## src/rtl/bav_pkg.sv

```systemverilog
// Shared constants, types and tables for the barometric altimeter.
package bav_pkg;

  // Averaging ring
  localparam int unsigned AVG_LOG   = 3;
  localparam int unsigned AVG_DEPTH = 1 << AVG_LOG;
  localparam int unsigned SLOT_W    = (AVG_LOG > 0) ? AVG_LOG : 1;
  localparam int unsigned SUM_W     = 24 + AVG_LOG;

  // Field widths
  localparam int unsigned PRES_W = 24;
  localparam int unsigned MS_W   = 16;
  localparam int unsigned ALT_W  = 27;
  localparam int unsigned SPD_W  = 32;

  // Divider widths
  localparam int unsigned DIVD_W = 48;
  localparam int unsigned DIVR_W = 24;

  // Arithmetic constants
  localparam logic [PRES_W-1:0]   GP_RESET   = 24'd6484800;
  localparam logic signed [26:0]  FULL_MM    = 27'sd44330000;
  localparam logic signed [26:0]  ALT_MIN_MM = -27'sd10000000;
  localparam logic signed [22:0]  LOG_SCALE  = 23'sd3192620;

  // Factors 2^(2^-k) in Q.30 for k = 1..24
  typedef logic [30:0] sq_tab_t [24];

  function automatic logic [63:0] isqrt64(logic [63:0] x);
    logic [63:0] res;
    logic [63:0] bitv;
    logic [63:0] rem;
    res  = '0;
    bitv = 64'd1 << 62;
    rem  = x;
    for (int i = 0; i < 32; i++) begin
      if (rem >= res + bitv) begin
        rem = rem - (res + bitv);
        res = (res >> 1) + bitv;
      end else begin
        res = res >> 1;
      end
      bitv = bitv >> 2;
    end
    return res;
  endfunction

  function automatic sq_tab_t build_sq_tab();
    sq_tab_t     tab;
    logic [63:0] s;
    s = 64'd2 << 30;
    for (int k = 0; k < 24; k++) begin
      s      = isqrt64(s << 30);
      tab[k] = s[30:0];
    end
    return tab;
  endfunction

endpackage

```

## src/rtl/bav_ring.sv

```systemverilog
// Sample ring memory with running sum, read-modify-write per item.
module bav_ring (
  input  logic                         clk_i,
  input  logic                         rst_ni,
  input  logic                         start_i,
  input  logic [bav_pkg::PRES_W-1:0]   sample_i,
  output logic                         done_o,
  output logic [bav_pkg::PRES_W-1:0]   avg_o
);

  logic [bav_pkg::PRES_W-1:0]  mem [bav_pkg::AVG_DEPTH];
  logic [bav_pkg::AVG_DEPTH-1:0] vld_q;
  logic [bav_pkg::PRES_W-1:0]  rd_q;
  logic                        rd_vld_q;
  logic [bav_pkg::PRES_W-1:0]  sample_q;
  logic [bav_pkg::SLOT_W-1:0]  slot_q;
  logic [bav_pkg::SUM_W-1:0]   sum_q;
  logic                        upd_q;
  logic                        done_q;
  logic [bav_pkg::PRES_W-1:0]  old_val;
  logic [bav_pkg::SUM_W-1:0]   sum_d;
  logic [bav_pkg::SLOT_W-1:0]  slot_d;

  // Entry never written reads as zero
  assign old_val = rd_vld_q ? rd_q : '0;
  assign sum_d   = sum_q - bav_pkg::SUM_W'(old_val) + bav_pkg::SUM_W'(sample_q);
  assign slot_d  = (32'(slot_q) + 32'd1 >= 32'(bav_pkg::AVG_DEPTH)) ? '0 : slot_q + 1'b1;

  // Memory read and write ports
  always_ff @(posedge clk_i) begin
    if (start_i) begin
      rd_q     <= mem[slot_q];
      sample_q <= sample_i;
    end
    if (upd_q) begin
      mem[slot_q] <= sample_q;
    end
  end

  // Control, valid bits and running sum
  always_ff @(posedge clk_i or negedge rst_ni) begin
    if (!rst_ni) begin
      vld_q    <= '0;
      rd_vld_q <= 1'b0;
      slot_q   <= '0;
      sum_q    <= '0;
      upd_q    <= 1'b0;
      done_q   <= 1'b0;
    end else begin
      upd_q  <= start_i;
      done_q <= upd_q;
      if (start_i) begin
        rd_vld_q <= vld_q[slot_q];
      end
      if (upd_q) begin
        vld_q[slot_q] <= 1'b1;
        sum_q         <= sum_d;
        slot_q        <= slot_d;
      end
    end
  end

  assign done_o = done_q;
  assign avg_o  = sum_q[bav_pkg::SUM_W-1:bav_pkg::AVG_LOG];

endmodule

```

## config.mk

```make
export PLATFORM = sky130hd
export DESIGN_NAME = bav_ring
export DESIGN_NICKNAME = d
export VERILOG_FILES = /design/src/rtl/bav_pkg.sv /design/src/rtl/bav_ring.sv
export SDC_FILE = /design/constraint.sdc
export NUM_CORES = 1
export LEC_CHECK = 0
export ABC_AREA = 1
export BUFFER_PORTS_ARGS = -buffer_cell sky130_fd_sc_hd__clkbuf_2
export CAP_MARGIN = 20
export CELL_PAD_IN_SITES_DETAIL_PLACEMENT = 1
export CELL_PAD_IN_SITES_GLOBAL_PLACEMENT = 2
export CORE_UTILIZATION = 46
export CTS_BUF_LIST = sky130_fd_sc_hd__clkbuf_8
export DETAILED_ROUTE_END_ITERATION = 6
export PLACE_DENSITY_LB_ADDON = 0.1
export SETUP_SLACK_MARGIN = 0.05
export SLEW_MARGIN = 20
export SYNTH_ARGS = -nofsm -noshare
export SYNTH_HDL_FRONTEND = slang
export SYNTH_SLANG_ARGS = --single-unit
```

## constraint.sdc

```tcl
create_clock -name clk_i -period 8.5 [get_ports clk_i]
set_input_delay 1.275 -clock clk_i [delete_from_list [all_inputs] [get_ports clk_i]]
set_output_delay 1.275 -clock clk_i [all_outputs]
set_load 0.02 [all_outputs]
```

==> flow_summary.toml <==
[synth]
syn_area_sq_mm = 0.0135
yosys-top-cells-area = "edfxtp_1, dfrtp_1, nand2_1"
synthArstFlopShare_pct = 14.6
avgSynthCellArea_sq_um = 10.5
netlist_instances = 1288
yosysWarningCount = 0
synthesis.nets = 1367
yosys.area.top_type = "edfxtp_1"
seq_area_frac_synth_pct = 61.1
synth_top_flop_cell = "edfxtp_1"
synthDistinctLibCells = 38
yosysTopAreaCellShare_pct = 53.5
ys_seq_elements = 281
synth_edf_count = 240

[setup_path]
crit_arrival_ns = 3.79
worstSetupPathType = "reg -> reg"
reg2reg_to = "sum_q[24]"
cp.required_ns = 8.96
cp_max_fo = 25
reg2reg_from = "rd_vld_q"
r2r_setup_slack_ns = 5.17
endpoint_kind = "flip-flop"
r2r.worst_path.cells = 17
startpoint_type = "flip-flop"

[sta]
finalWorstSetupSlack_ns = 5.17
hold_ws_ns = 0.468
finalClockSkew_ns = 0.0330
period_minus_slack_ns = 3.33
drv_slew = 0
slew_headroom_pct = 27.5
setup_violations = 0
setup_tns_ns = 0
final.period_utilization_pct = 39.1
clock.fmax_ghz = 0.301
tightest_slew_ns = 1.09
rsz0062_at_grt = "no"
hold_viol = 0

[placed_design]
dp_hpwl_um = 24600
pre_cts_slack_ns = 5.09
dpl.cell_count = 1678
finalWeightedCongestion = 0.865
port_buffers = 51

[clock_tree]
clkSinkCount = 281
cts_hold_buf = 0
cts_tree = "yes"
postCtsSetupRepairBufs = 0
path_clk_slew_ns = 0.06
post_cts_resized = 0
clock-root-buffer = "clkbuf_8"
clk_path_buf_depth = 3
cts_buffers = 47
h-tree-depth = 2
worstSkewPairLatency_ns = 0.60

[grt]
grt_first_pass_wirelength_um = 57000
grt_pass1_vias = 9784
antenna_found_initial = 0
grt_max_degree = 71
track_usage_pct = 25.4
grt_overflow = 0

[route]
wl_per_cell_um = 20.9
first_pass_iters = 7
route.detailed.drc = 0
drt-total-wl_um = 36900
ant_nets = 0
via_per_inst = 5.21
vias = 9194
drt_iter0_drc = 524

[cells_and_area]
final_common_cell = "nand2_1"
fillCellCount = 3149
final_nets = 1422
layoutNonFillerInstCount = 1766
layout.cells.most_common_list = "nand2_1, edfxtp_1, inv_1, nor2_1, clkbuf_8"
fin_util_pct = 52.1
antenna_cells = 0
drive_gt1_share_pct = 13.3
area_growth_pct = 11.4

[power_and_ir_drop]
power_frac_seq_pct = 29.8
leakage_nw = 6.54
powerDensity_mw_per_mm2 = 444
swShare_pct = 45.3
switchingPower_w = 0.00302
combPwrFrac_pct = 50.2
ir_worst_vdd_mv = 0.161
clockPowerShare_pct = 20.0
p_int_w = 0.00364

[floorplanning]
start_util_pct = 46.8
ios = 52
die_w_um = 173
row_count = 62
die_h_um = 173
dieArea_sq_mm = 0.0300
core-area_sq_mm = 0.0288

[worst_hold_path]
min_path_cells = 2
hold_start = "vld_q[7]"
min_path_type = "reg -> reg"
min_to = "vld_q[7]"

[run]
drv_cap = 0

[run_status]
outcome = "completed"
[Yosys cell counts, drive strengths merged (3+ instances only)]
master,instances
edfxtp,240
a21oi,17
fa,24
a31oi,3
nand3,45
o211ai,12
a221oi,23
nor3,13
ha,28
or2,6
xnor2,5
nand2,253
buf,49
o22ai,5
nor2,182
o311ai,12
nand4,6
inv,234
dfrtp,41
clkbuf,10
o21ai,69
and2,3
[registers in the layout, indices dropped and copies added (netlist names)]
register,cells
upd_q,1
slot_q,3
sample_q,24
vld_q,8
rd_vld_q,1
done_o,1
sum_q,27
mem,192
rd_q,24
[worst max path at each step]
| stage | cells past startpoint | startpoint | endpoint | slack, ns |
|---|---|---|---|---|
| floorplan | 16 | rd_vld_q | sum_q[24] | 5.85 |
| global placement | 14 | rd_vld_q | sum_q[24] | 5.12 |
| detailed placement | 17 | rd_vld_q | sum_q[24] | 5.09 |
| CTS | 17 | rd_vld_q | sum_q[24] | 5.11 |
| global route | 17 | rd_vld_q | sum_q[12] | 4.86 |
| finish | 17 | rd_vld_q | sum_q[24] | 5.17 |
[cells by family (layout without fill, tap and decap cells)]
kind of cell	count (synthesis)	count (layout)	share of synthesized area (%)
DFF	281	281	61.1
AOI/OAI and AO/OA	146	146	7.71
and+or+nand+nor	509	509	15.2
adders and majority gates	52	52	6.17
xor gates and xnor gates	6	6	0.390
buffers and inverters	294	388	9.43
[power groups by stage]
stage               clock network [W]  registers (W)  logic, W
global placement                    0        0.00200   0.00331
global route                  0.00141        0.00201   0.00382
floorplan                           0        0.00191   0.00247
detailed placement                  0        0.00201   0.00337
CTS                           0.00136        0.00198   0.00339
finish                        0.00133        0.00198   0.00334
[per-layer routing]
layer	share of wire, %	routed length, um	vias to the layer above	GRT usage [%]
li1	-	-	4312	-
met1	45	16600	4627	33.9
met4	2.2	808	0	7.37
met2	49	17900	202	43.0
met5	0	0	-	0
met3	4.3	1580	53	3.98
[final cells by class]
class                   count  area (sq um)  area share, %
clock buffers              53           729           4.86
clock inverters            35           330           2.20
inverters                 235           882           5.88
multi-input cells         713          3990           26.6
flip-flops and latches    281          8230           54.9
well taps                 384           480           3.20
repair buffers             65           360           2.40
[metrics by stage]
step / power, W / instance area [sq um]
3_5_place_dp: 0.00538 / 13900
3_3_place_gp: 0.00531 / 13900
6_report: 0.00666 / 15000
5_1_grt: 0.00724 / 15000
2_1_floorplan: 0.00438 / 13500
4_1_cts: 0.00674 / 15000
[critical path, stage by stage (launching register included)]
cell and delay, ns:
dfrtp_1 0.90, nand2_1 0.12, inv_1 0.09, ha_1 0.22, inv_1 0.05, ha_1 0.22
inv_1 0.07, fa_1 0.36, inv_1 0.17, nand3_1 0.10, nand3_1 0.24, nand2_1 0.08
nand2_1 0.17, nand2_1 0.13, nand3_1 0.10, nand2_1 0.05, nand3_1 0.08, nand2_1 0.05
(Power assumes the default switching activity.)
