===== src/rtl/bav_pkg.sv =====
// Shared constants, types and tables for the barometric altimeter.
package bav_pkg;

  // Averaging ring
  localparam int unsigned AVG_LOG   = 3;
  localparam int unsigned AVG_DEPTH = 1 << AVG_LOG;
  localparam int unsigned SLOT_W    = (AVG_LOG > 0) ? AVG_LOG : 1;
  localparam int unsigned SUM_W     = 24 + AVG_LOG;

  // Field widths
  localparam int unsigned PRES_W = 24;
  localparam int unsigned MS_W   = 16;
  localparam int unsigned ALT_W  = 27;
  localparam int unsigned SPD_W  = 32;

  // Divider widths
  localparam int unsigned DIVD_W = 48;
  localparam int unsigned DIVR_W = 24;

  // Arithmetic constants
  localparam logic [PRES_W-1:0]   GP_RESET   = 24'd6484800;
  localparam logic signed [26:0]  FULL_MM    = 27'sd44330000;
  localparam logic signed [26:0]  ALT_MIN_MM = -27'sd10000000;
  localparam logic signed [22:0]  LOG_SCALE  = 23'sd3192620;

  // Factors 2^(2^-k) in Q.30 for k = 1..24
  typedef logic [30:0] sq_tab_t [24];

  function automatic logic [63:0] isqrt64(logic [63:0] x);
    logic [63:0] res;
    logic [63:0] bitv;
    logic [63:0] rem;
    res  = '0;
    bitv = 64'd1 << 62;
    rem  = x;
    for (int i = 0; i < 32; i++) begin
      if (rem >= res + bitv) begin
        rem = rem - (res + bitv);
        res = (res >> 1) + bitv;
      end else begin
        res = res >> 1;
      end
      bitv = bitv >> 2;
    end
    return res;
  endfunction

  function automatic sq_tab_t build_sq_tab();
    sq_tab_t     tab;
    logic [63:0] s;
    s = 64'd2 << 30;
    for (int k = 0; k < 24; k++) begin
      s      = isqrt64(s << 30);
      tab[k] = s[30:0];
    end
    return tab;
  endfunction

endpackage


===== src/rtl/bav_div.sv =====
// Restoring unsigned divider, one quotient bit per cycle.
module bav_div (
  input  logic                         clk_i,
  input  logic                         rst_ni,
  input  logic                         start_i,
  input  logic [bav_pkg::DIVD_W-1:0]   dividend_i,
  input  logic [bav_pkg::DIVR_W-1:0]   divisor_i,
  output logic                         done_o,
  output logic [bav_pkg::DIVD_W-1:0]   quot_o
);

  localparam int unsigned CNT_W = $clog2(bav_pkg::DIVD_W + 1);

  logic [bav_pkg::DIVD_W-1:0] quot_q;
  logic [bav_pkg::DIVR_W-1:0] rem_q;
  logic [bav_pkg::DIVR_W-1:0] dvs_q;
  logic [CNT_W-1:0]           cnt_q;
  logic                       busy_q;
  logic                       done_q;
  logic [bav_pkg::DIVR_W:0]   trial;
  logic                       ge;

  assign trial = {rem_q, quot_q[bav_pkg::DIVD_W-1]};
  assign ge    = trial >= {1'b0, dvs_q};

  // Datapath
  always_ff @(posedge clk_i) begin
    if (start_i) begin
      quot_q <= dividend_i;
      rem_q  <= '0;
      dvs_q  <= divisor_i;
    end else if (busy_q) begin
      quot_q <= {quot_q[bav_pkg::DIVD_W-2:0], ge};
      rem_q  <= ge ? bav_pkg::DIVR_W'(trial - {1'b0, dvs_q})
                   : trial[bav_pkg::DIVR_W-1:0];
    end
  end

  // Iteration count
  always_ff @(posedge clk_i or negedge rst_ni) begin
    if (!rst_ni) begin
      cnt_q  <= '0;
      busy_q <= 1'b0;
      done_q <= 1'b0;
    end else begin
      done_q <= 1'b0;
      if (start_i) begin
        cnt_q  <= '0;
        busy_q <= 1'b1;
      end else if (busy_q) begin
        cnt_q <= cnt_q + 1'b1;
        if (cnt_q == CNT_W'(bav_pkg::DIVD_W - 1)) begin
          busy_q <= 1'b0;
          done_q <= 1'b1;
        end
      end
    end
  end

  assign done_o = done_q;
  assign quot_o = quot_q;

endmodule

===== config.mk =====
export PLATFORM = sky130hd
export DESIGN_NAME = bav_div
export DESIGN_NICKNAME = d
export VERILOG_FILES = /design/src/rtl/bav_pkg.sv /design/src/rtl/bav_div.sv
export SDC_FILE = /design/constraint.sdc
export NUM_CORES = 1
export LEC_CHECK = 0
export BUFFER_PORTS_ARGS = -buffer_cell sky130_fd_sc_hd__buf_4
export CORE_MARGIN = 10
export CORE_UTILIZATION = 55
export DETAILED_ROUTE_END_ITERATION = 12
export HOLD_SLACK_MARGIN = 0.05
export PLACE_DENSITY = 0.81
export SKIP_LAST_GASP = 1
export SLEW_MARGIN = 10
export SYNTH_ARGS = -nofsm -noshare
export SYNTH_HDL_FRONTEND = slang
export SYNTH_SLANG_ARGS = --single-unit
export TNS_END_PERCENT = 100

===== constraint.sdc =====
create_clock -name clk_i -period 3.1 [get_ports clk_i]
set_input_delay 0.62 -clock clk_i [delete_from_list [all_inputs] [get_ports clk_i]]
set_output_delay 0.62 -clock clk_i [all_outputs]
set_load 0.005 [all_outputs]

==> impl_metrics.tcl, run 1 <==
set metrics [dict create \
    status "finished, final reports clean" \
    cts_htree_levels 3 \
    die_x_um 120.5 \
    netlist_area_um2 5559 \
    yosysSeqAreaShare 0.5114 \
    design.die.area_um2 14530 \
    slew_viol_final 0 \
    synthDistinctLibCells 61 \
    route.detailed.drc 0 \
    cts_sinks 104 \
    cts_setup_buffers 0 \
    post_drt_wl_per_cell_um 18.20 \
    core-area_um2 9819 \
    worst_r2r_endpoint "rem_q[12]$_SDFFE_PP0P_" \
    min_path_type "in2reg" \
    arrival_ns 3.15 \
    dieHeight_um 120.5 \
    timing.final.crit_share 0.9248 \
    nets 710 \
    worstReg2RegStart "dvs_q[3]$_DFFE_PP_" \
    top_layer_used "met4" \
    dr_wl_met2_mm 6.626 \
    ys_warn_count 0 \
    rsz0062_at_grt "no" \
    initial_core_util 0.5661 \
    holdWs_ns 0.3957 \
    overflow 0 \
    max_freq_mhz 348.8 \
    drtPass1Iterations 5 \
    fin_skew_ns 0.01401 \
    fillCellCount 766 \
    drt_iter0_drc 222 \
    cts-root-buf "clkbuf_8" \
    avgSynthCellArea_um2 11.37 \
    vias_per_cell 5.695 \
    hpwl_mm 10.28 \
    cts_tree "done" \
    area_growth_pct 22.62 \
    powerDensity_nw_per_um2 711.9 \
    drive_above_1_share 0.3355 \
    port-buffer-count 123 \
    synth_cells 489 \
    ios 124 \
    rrSetupSlack_ns 0.23 \
    fin_crit_ns 2.867 \
    gp_routability_congestion 0.9264 \
    grt_max_degree 82 \
    crit_path_end "rem_q[12]$_SDFFE_PP0P_" \
    cap_violations 0 \
    ant_nets 0 \
    irDropWorstVdd_mv 0.4737 \
    wl_mm 13.61 \
    grt_use_total 0.1893 \
    max_slew_margin 0.5874 \
    power_leakage_nw 2.898 \
    reg2reg_depth 11 \
    worst_pin_slew_ns 0.6189 \
    p_total_mw 4.852 \
    min-delay-start "divisor_i[22]" \
    crit_type "reg2reg" \
    finalSetupViolations 0 \
    clk_latency_ns 0.39 \
    synthFlopType "edfxtp_1" \
    startpoint "dvs_q[3]$_DFFE_PP_" \
    cts.clk_slew.worst_paths_ns 0.11 \
    wl_met3_mm 1.337 \
    synth-seq-cells 104 \
    cp_max_fo 10 \
    grt_pass1_wl_mm 22.20 \
    cts_buffers 9 \
    antenna_found_initial 1 \
    cp-start-kind "flop" \
    via_count 4260 \
    synth_edf_count 72 \
    finalSetupTns_ns 0 \
    hold_viol_final 0 \
    synthArstFlopShare 0.07692 \
    endpoint_kind "flop" \
    met1_length_mm 5.432 \
    max-clock-path-buffers 2 \
    rows 36 \
    cp_data_required_time_ns 3.39 \
    grt_pass1_vias 4493 \
    syn_nets 590 \
]
[kinds of logic after synthesis]
logic type / count (synthesis) / share of synthesized area
DFF: 104 / 0.5114
and+or+nand+nor: 125 / 0.1148
muxes: 56 / 0.1119
buffers and inverters: 52 / 0.03894
xor gates and xnor gates: 19 / 0.02993
adders and majority gates: 26 / 0.05987
AOI/OAI and AO/OA: 107 / 0.1332
[critical path, stage by stage, from the launching register on]
cell and delay [ns]:
edfxtp_1 0.34, inv_1 0.04, ha_1 0.35, nand3_1 0.12
o21ba_2 0.28, nor3_1 0.07, or4_4 0.46, a211o_1 0.32
nand2_2 0.21, buf_4 0.21, mux2i_1 0.08, a211oi_1 0.27
[cells in the mapped netlist, drive strengths merged (2+ instances only)]
cell | count | area, µm²
nand3 | 13 | 70.07
nor2 | 36 | 137.6
or2 | 2 | 12.51
edfxtp | 72 | 2162
nand4 | 5 | 31.28
clkbuf | 19 | 71.32
o31ai | 2 | 15.01
xnor2 | 8 | 70.07
xor2 | 11 | 96.34
nand3b | 2 | 15.01
dfxtp | 24 | 480.5
o22ai | 2 | 12.51
o2111ai | 3 | 26.28
a211o | 2 | 17.52
nor2b | 6 | 37.54
nor3 | 4 | 20.02
or4 | 2 | 18.77
o31a | 4 | 35.03
a21boi | 2 | 15.01
o211ai | 3 | 22.52
a21oi | 25 | 125.1
nand2b | 7 | 43.79
o21a | 4 | 30.03
inv | 30 | 112.6
mux2i | 7 | 70.07
a311oi | 12 | 105.1
buf | 3 | 32.53
nand2 | 28 | 107.6
and2 | 3 | 18.77
dfrtp | 8 | 200.2
a31oi | 3 | 18.77
a211oi | 14 | 115.1
o21ai | 16 | 80.08
or3 | 5 | 31.28
a21o | 8 | 60.06
mux2 | 49 | 551.8
nor4b | 2 | 17.52
a41oi | 2 | 17.52
and3 | 4 | 26.28
ha | 25 | 312.8
[metrics by stage]
step | utilization | std cells | instance area (µm²) | worst slack (ns)
3_3_place_gp | 0.6732 | 730 | 6610 | 0.3653
3_5_place_dp | 0.6732 | 730 | 6610 | 0.2780
6_report | 0.6942 | 748 | 6817 | 0.2333
2_1_floorplan | - | 489 | 5559 | 0.5112
4_1_cts | 0.6932 | 747 | 6807 | 0.2044
5_1_grt | 0.6939 | 747 | 6814 | 0.05086
[layout make-up]
cell class                      instances  area, µm²  share of cell area
Clock buffer                           10      137.6             0.02019
Tap cell                              133      166.4             0.02441
Antenna cell                            1      2.502           0.0003671
Sequential cell                       104       2843              0.4170
Clock inverter                          6      48.80            0.007159
Inverter                               30      112.6             0.01652
Timing Repair Buffer                  131      998.5              0.1465
Multi-Input combinational cell        333       2507              0.3678
[registers in the layout, indices dropped and copies added, names as in the netlist]
signal,count
busy_q,1
cnt_q,6
done_o,1
dvs_q,24
quot_o,48
rem_q,24
[cells in the final DEF (no fill, tap or decap), types with 7 or more instances in the layout]
cell | netlist | layout
edfxtp_1 | 72 | 72
a21o_1 | 8 | 8
ha_1 | 25 | 25
xor2_1 | 11 | 11
o21ai_0 | 14 | 14
nand2_1 | 27 | 27
mux2_2 | 49 | 49
nor2_1 | 35 | 35
dfrtp_1 | 8 | 8
nand2b_1 | 7 | 7
a21oi_1 | 25 | 25
dfxtp_1 | 24 | 24
xnor2_1 | 8 | 8
buf_4 | 1 | 129
nand3_1 | 12 | 12
mux2i_1 | 7 | 7
inv_1 | 30 | 30
a311oi_1 | 12 | 12
a211oi_1 | 12 | 12
clkbuf_8 | 0 | 10
[power by group]
part / switching, mW / leakage, nW / internal, mW / total (mW)
clock network: 0.501 / 0.0912 / 0.324 / 0.825
registers: 0.173 / 1.04 / 1.74 / 1.91
logic: 1.13 / 1.76 / 0.980 / 2.11
total: 1.81 / 2.90 / 3.04 / 4.85
[how the worst min path moves through the flow]
stage / cells after the start / endpoint / slack, ns
CTS: 1 / dvs_q[22]$_DFFE_PP_ / 0.38
global placement: 1 / cnt_q[1]$_DFFE_PN0P_ / 0.44
detailed placement: 1 / done_o$_DFF_PN0_ / 0.44
global route: 1 / dvs_q[22]$_DFFE_PP_ / 0.37
finish: 1 / dvs_q[22]$_DFFE_PP_ / 0.40
floorplan: 0 / busy_q$_DFF_PN0_ / 0.32
[routing by layer]
metal,track usage,vias to the layer above
li1,-,2068
met1,0.2167,2043
met2,0.3051,132
met3,0.09586,17
met4,0.05505,0
met5,0,-
[repair_timing]
item | CTS | global route
endpoints found under the setup margin | 0 | 4
resized for setup | 0 | 1
hold buffers | 1 | 0
endpoints found under the hold margin | 8 | 0
Power figures use the tool's default switching activity.
==> run 2, diff against run 1 <==
--- a/config.mk
+++ b/config.mk
@@ -5,12 +5,13 @@
 export SDC_FILE = /design/constraint.sdc
 export NUM_CORES = 1
 export LEC_CHECK = 0
+export ABC_AREA = 1
 export BUFFER_PORTS_ARGS = -buffer_cell sky130_fd_sc_hd__buf_4
 export CORE_MARGIN = 10
-export CORE_UTILIZATION = 55
+export CORE_UTILIZATION = 56
 export DETAILED_ROUTE_END_ITERATION = 12
 export HOLD_SLACK_MARGIN = 0.05
-export PLACE_DENSITY = 0.81
+export PLACE_DENSITY_LB_ADDON = 0.1
 export SKIP_LAST_GASP = 1
 export SLEW_MARGIN = 10
 export SYNTH_ARGS = -nofsm -noshare
==> run 2 against run 1 <==
Flip-flop and latch count is the same. Setup slack gained 0.30 ns. Combinational power shrank 6%. Synthesized cell count grew 69%. Critical path depth shrank 8. Sequential share of layout area shrank 3.3 points. First-iteration DRC count grew 47%. Global-route usage grew 1.4 points. Register-to-register slack gained 0.30 ns. Hold slack gained 0.0033 ns. Routed wire length grew 18%. Critical path type unchanged. Largest cell class unchanged. Highest routed layer unchanged.
==> impl_metrics.tcl, run 2 <==
set metrics [dict create \
    grt_pass1_vias 5639 \
    timing.final.crit_share 0.8287 \
    synthArstFlopShare 0.07692 \
    design.die.area_um2 15520 \
    synth_cells 826 \
    cp_max_fo 36 \
    dpl_cell_area_um2 7173 \
    crit_type "reg2reg" \
    max_stage_delay_ns 0.90 \
    syn_nets 927 \
    worst_pin_slew_ns 1.131 \
    slew_viol_final 0 \
    fin_skew_ns 0.008713 \
    post_drt_wl_per_cell_um 14.80 \
    layout_commonest_cell "nand2_1" \
    fin_ws_ns 0.5310 \
    ios 124 \
    cp_data_required_time_ns 3.24 \
    port-buffer-count 123 \
    route.detailed.drc 0 \
    finalSetupTns_ns 0 \
    nets 1045 \
    finalSetupViolations 0 \
    yosysTopAreaCellShare 0.3529 \
    max_freq_mhz 389.3 \
    worst_path_max_delay_cell "nor2_1" \
    drive_above_1_share 0.1665 \
    synthDistinctLibCells 33 \
    cts_tree "done" \
    synth.most_common_cell "nand2_1" \
    powerDensity_nw_per_um2 642.6 \
    critPathTopFamily "simple AND/OR/NAND/NOR gates" \
    max-clock-path-buffers 2 \
    cts-hold-fix-buffers 1 \
    min_path_type "in2reg" \
    netlist_area_um2 6126 \
    hold_viol_final 0 \
    largest_reg_flops 48 \
    cp-start-kind "flop" \
    rsz0062_at_grt "no" \
    cts_htree_levels 3 \
    post-place-cells 1072 \
    synthFlopType "edfxtp_1" \
    area_growth_pct 20.85 \
    cts.clk_slew.worst_paths_ns 0.12 \
    cts_buffers 9 \
    multi_input_area_um2 2653 \
    path_buf_inv 2 \
    fin_util 0.6859 \
    fillCellCount 949 \
    holdWs_ns 0.3989 \
    die_x_um 124.6 \
    synth-seq-cells 104 \
    final_cell_mix "344 x nand2_1, 137 x inv_1, 128 x buf_4" \
    rows 38 \
    arrival_ns 2.71 \
    grt_pass1_wl_mm 26.42 \
    cts_sinks 104 \
    cts_setup_buffers 0 \
    ctsResizeCount 0 \
    power_leakage_nw 3.928 \
    initial_core_util 0.5676 \
    core-area_um2 10790 \
    hpwl_mm 11.80 \
    avgSynthCellArea_um2 7.416 \
    fin_cells 1089 \
    max_slew_margin 0.2431 \
    fin_area_um2 7403 \
    synth_edf_count 72 \
    antenna_cells 0 \
    irDropWorstVdd_mv 0.5372 \
    grt_max_degree 75 \
    synth_top_area_cell "edfxtp_1" \
    grt_use_total 0.2033 \
    cap_violations 0 \
    crit_chain "nor2_1, inv_2, buf_12" \
    clk_latency_ns 0.39 \
    dieHeight_um 124.6 \
    p_total_mw 4.757 \
    drt_iter0_drc 326 \
    via_count 5581 \
    antenna_found_initial 0 \
    register_area_um2 2843 \
    yosysSeqAreaShare 0.4641 \
    wl_mm 16.12 \
    gp_routability_congestion 0.9890 \
    synthTopCellsByArea "edfxtp_1 35%, nand2_1 21%, inv_1 8.5%, dfxtp_1 7.8%, ha_1 5.1%" \
    drtPass1Iterations 5 \
    overflow 0 \
    status "finished, final reports clean" \
    ys_warn_count 0 \
    cts-root-buf "clkbuf_8" \
    synth_commonest_cells "344 x nand2_1, 138 x inv_1, 72 x edfxtp_1" \
    ant_nets 0 \
    fin_crit_ns 2.569 \
    vias_per_cell 5.125 \
    endpoint_kind "flop" \
    place_ws_ns 0.4123 \
]
-- run 2: cell count changes after synthesis, sizes merged, moves of 12 or more --
| cell | delta |
|---|---|
| a211oi | -14 |
| a311oi | -12 |
| inv | +109 |
| mux2 | -49 |
| nand2 | +319 |
| nand3 | +46 |
| nand4 | +24 |
-- run 2: power by group --
part	leakage, nW	switching, mW	total [mW]	internal, mW
registers	1.07	0.122	1.82	1.70
clock network	0.108	0.552	0.951	0.399
logic	2.75	1.22	1.99	0.766
-- run 2: final cells by class --
cell class | instances | share of cell area
sequential | 104 | 0.3840
multi-input combinational | 560 | 0.3583
timing repair buffer | 130 | 0.1339
inverter | 139 | 0.07047
tap | 140 | 0.02366
clock buffer | 9 | 0.01673
clock inverter | 7 | 0.01301
-- run 2: final timing paths --
check | to | slack, ns | cells past startpoint | startpoint
worst max register to register | quot_o[27]$_DFFE_PP_ | 0.53 | 3 | busy_q$_DFF_PN0_
worst max-delay path | quot_o[27]$_DFFE_PP_ | 0.53 | 3 | busy_q$_DFF_PN0_
worst min register to register | rem_q[17]$_SDFFE_PP0P_ | 0.48 | 2 | rem_q[17]$_SDFFE_PP0P_
worst min-delay path | dvs_q[17]$_DFFE_PP_ | 0.40 | 1 | divisor_i[17]
min in group asynchronous | cnt_q[3]$_DFFE_PN0P_ | 0.59 | 2 | rst_ni
max in group asynchronous | cnt_q[2]$_DFFE_PN0P_ | 2.38 | 2 | rst_ni
-- run 2: layer usage --
layer  track usage  vias up  share of wire
met1        0.2406     2542           0.42
met4       0.06648        0          0.021
li1              -     2832              -
met2        0.3406      179           0.48
met5             0        -              0
met3       0.06596       28          0.072
-- run 2: kinds of logic (layout without fill, tap and decap cells) --
family | after synthesis | count (layout) | share of synthesized area
AOI/OAI and AO/OA | 36 | 36 | 0.03268
buffers and inverters | 162 | 285 | 0.1029
xor gates and xnor gates | 10 | 10 | 0.01430
adders and majority gates | 26 | 26 | 0.05433
and+or+nand+nor | 488 | 488 | 0.3317
DFF | 104 | 104 | 0.4641
==> run 3, diff against run 2 <==
==> constraint.sdc (replaced) <==
create_clock -name clk_i -period 2.5 [get_ports clk_i]
set_input_delay 0.5 -clock clk_i [delete_from_list [all_inputs] [get_ports clk_i]]
set_output_delay 0.5 -clock clk_i [all_outputs]
set_load 0.005 [all_outputs]
==> run 3 against run 2 <==
First-iteration DRC count rose by 12%. Power rose by 21%. Flip-flop and latch count is the same. Non-clock buffer count is 3 higher. Via count is 1.2% lower. Combinational power is 24% higher. Sequential power up 24%. Sequential share of layout area grew 0.091 points. Die area is the same. Count of clock-buffer cells in the layout increased by 2. Clock power grew 8%. Hold slack lost 0.11 ns. Critical path type unchanged. Largest cell class unchanged.
==> impl_metrics.tcl, run 3 (synthesis gave the netlist of run 2 again) <==
set metrics [dict create \
    status "finished, final reports clean" \
    powerDensity_nw_per_um2 778.9 \
    grt_pass1_wl_mm 27.02 \
    design.die.area_um2 15520 \
    p_total_mw 5.752 \
    grt_max_degree 55 \
    route.detailed.drc 0 \
    max-clock-path-buffers 2 \
    fin_cells 1092 \
    ios 124 \
    core-area_um2 10790 \
    cts_sinks 104 \
    hold_viol_final 0 \
    drt_iter0_drc 366 \
    timing.final.crit_share 0.8940 \
    sw_frac_of_total 0.3971 \
    finalSetupTns_ns 0 \
    antenna_cells 0 \
    hpwl_mm 12.22 \
    rows 38 \
    cp_data_required_time_ns 2.64 \
    cap_violations 0 \
    clk_latency_ns 0.38 \
    fin_ws_ns 0.2651 \
    ctsResizeCount 0 \
    cts_tree "done" \
    cp-start-kind "flop" \
    nets 1048 \
    finalSetupViolations 0 \
    die_x_um 124.6 \
    gp_routability_congestion 0.9477 \
    ant_nets 0 \
    dieHeight_um 124.6 \
    min_path_type "in2reg" \
    cp_max_fo 25 \
    drtPass1Iterations 5 \
    power_leakage_nw 3.930 \
    worst_pin_slew_ns 0.8662 \
    rsz0062_at_grt "no" \
    grt_pass1_vias 5572 \
    overflow 0 \
    cts.clk_slew.worst_paths_ns 0.11 \
    endpoint_kind "flop" \
    power_switching_mw 2.284 \
    p_clk_frac 0.179 \
    slew_viol_final 0 \
    cts_setup_buffers 0 \
    fin_skew_ns 0.007775 \
    final_cell_mix "344 x nand2_1, 137 x inv_1, 131 x buf_4" \
    crit_type "reg2reg" \
    initial_core_util 0.5676 \
    post-place-cells 1075 \
    grt_use_total 0.2096 \
    register_area_um2 2843 \
    seq_power_share 0.394 \
    irDropWorstVdd_mv 0.4704 \
    fin_crit_ns 2.235 \
    place_ws_ns 0.2457 \
    holdWs_ns 0.2887 \
    antenna_found_initial 0 \
    via_count 5516 \
    area_growth_pct 20.57 \
    cts_buffers 9 \
    cts-root-buf "clkbuf_8" \
    drive_above_1_share 0.1681 \
    max_slew_margin 0.4217 \
    cts_htree_levels 3 \
    fillCellCount 961 \
    comb_power_share 0.427 \
    post_drt_wl_per_cell_um 15.04 \
    arrival_ns 2.37 \
    wl_mm 16.43 \
    largest_reg_flops 48 \
    port-buffer-count 123 \
    multi_input_area_um2 2653 \
    vias_per_cell 5.051 \
    layout_commonest_cell "nand2_1" \
    max_freq_mhz 447.4 \
    p_int_mw 3.468 \
]
-- run 3: cell types whose count changed in the layout (fill, tap and decap cells not counted) --
cell	previous run	this run
buf_4	128	131
clkinv_2	0	2
inv_8	3	1
bufinv_16	1	0
clkbuf_1	0	1
clkbuf_8	9	10
clkinv_8	1	0
clkinvlp_4	1	0
inv_6	0	1
-- run 3: routing by layer --
layer | share of wire | global-route usage | routed length (µm)
met3 | 0.078 | 0.06936 | 1288
met1 | 0.42 | 0.2435 | 6906
met4 | 0.022 | 0.06374 | 361
met5 | 0 | 0 | 0
met2 | 0.48 | 0.3573 | 7871
-- run 3: cell type report --
type / count / share of cell area
Sequential cell: 104 / 0.3849
Timing Repair Buffer: 133 / 0.1372
Clock inverter: 5 / 0.005252
Clock buffer: 11 / 0.01914
Multi-Input combinational cell: 560 / 0.3591
Inverter: 139 / 0.07064
Tap cell: 140 / 0.02372
-- run 3: stage by stage --
step                        util  instance area (µm²)
after global placement    0.6667                 7196
after global routing      0.6843                 7386
final                     0.6843                 7386
after CTS                 0.6843                 7386
after floorplan                -                 6127
after detailed placement  0.6667                 7196
-- run 3: repair_timing --
action | in CTS | in global routing
hold buffers | 1 | 0
hold endpoints to repair | 8 | 0
endpoints found under the setup margin | 0 | 0
-- run 3: power groups by stage --
stage               registers (mW)  logic (mW)  clock network, mW
floorplan                     2.27        1.79                  0
global placement              2.29        2.43                  0
detailed placement            2.30        2.45                  0
CTS                           2.26        2.47               1.05
global route                  2.30        2.81               1.11
finish                        2.26        2.46               1.03
-- run 3: final timing paths --
kind	from	cells after the start	slack [ns]	end
min	divisor_i[5]	1	0.29	dvs_q[5]$_DFFE_PP_
min reg2reg	rem_q[20]$_SDFFE_PP0P_	2	0.48	rem_q[20]$_SDFFE_PP0P_
max	dvs_q[7]$_DFFE_PP_	12	0.27	quot_o[0]$_DFFE_PP_
max in group asynchronous	rst_ni	2	1.90	done_o$_DFF_PN0_
max reg2reg	dvs_q[7]$_DFFE_PP_	12	0.27	quot_o[0]$_DFFE_PP_
min in group asynchronous	rst_ni	2	0.47	cnt_q[1]$_DFFE_PN0P_
-- run 3: critical path, cell delays in order (launching register included) --
cell,delay [ns]
edfxtp_1,0.38
inv_1,0.07
ha_1,0.27
nand2_1,0.14
inv_1,0.05
nand2_1,0.06
nand2_1,0.07
inv_1,0.06
nand3_1,0.19
nand2_2,0.16
nand3_4,0.29
nand2_1,0.18
nand2_1,0.06
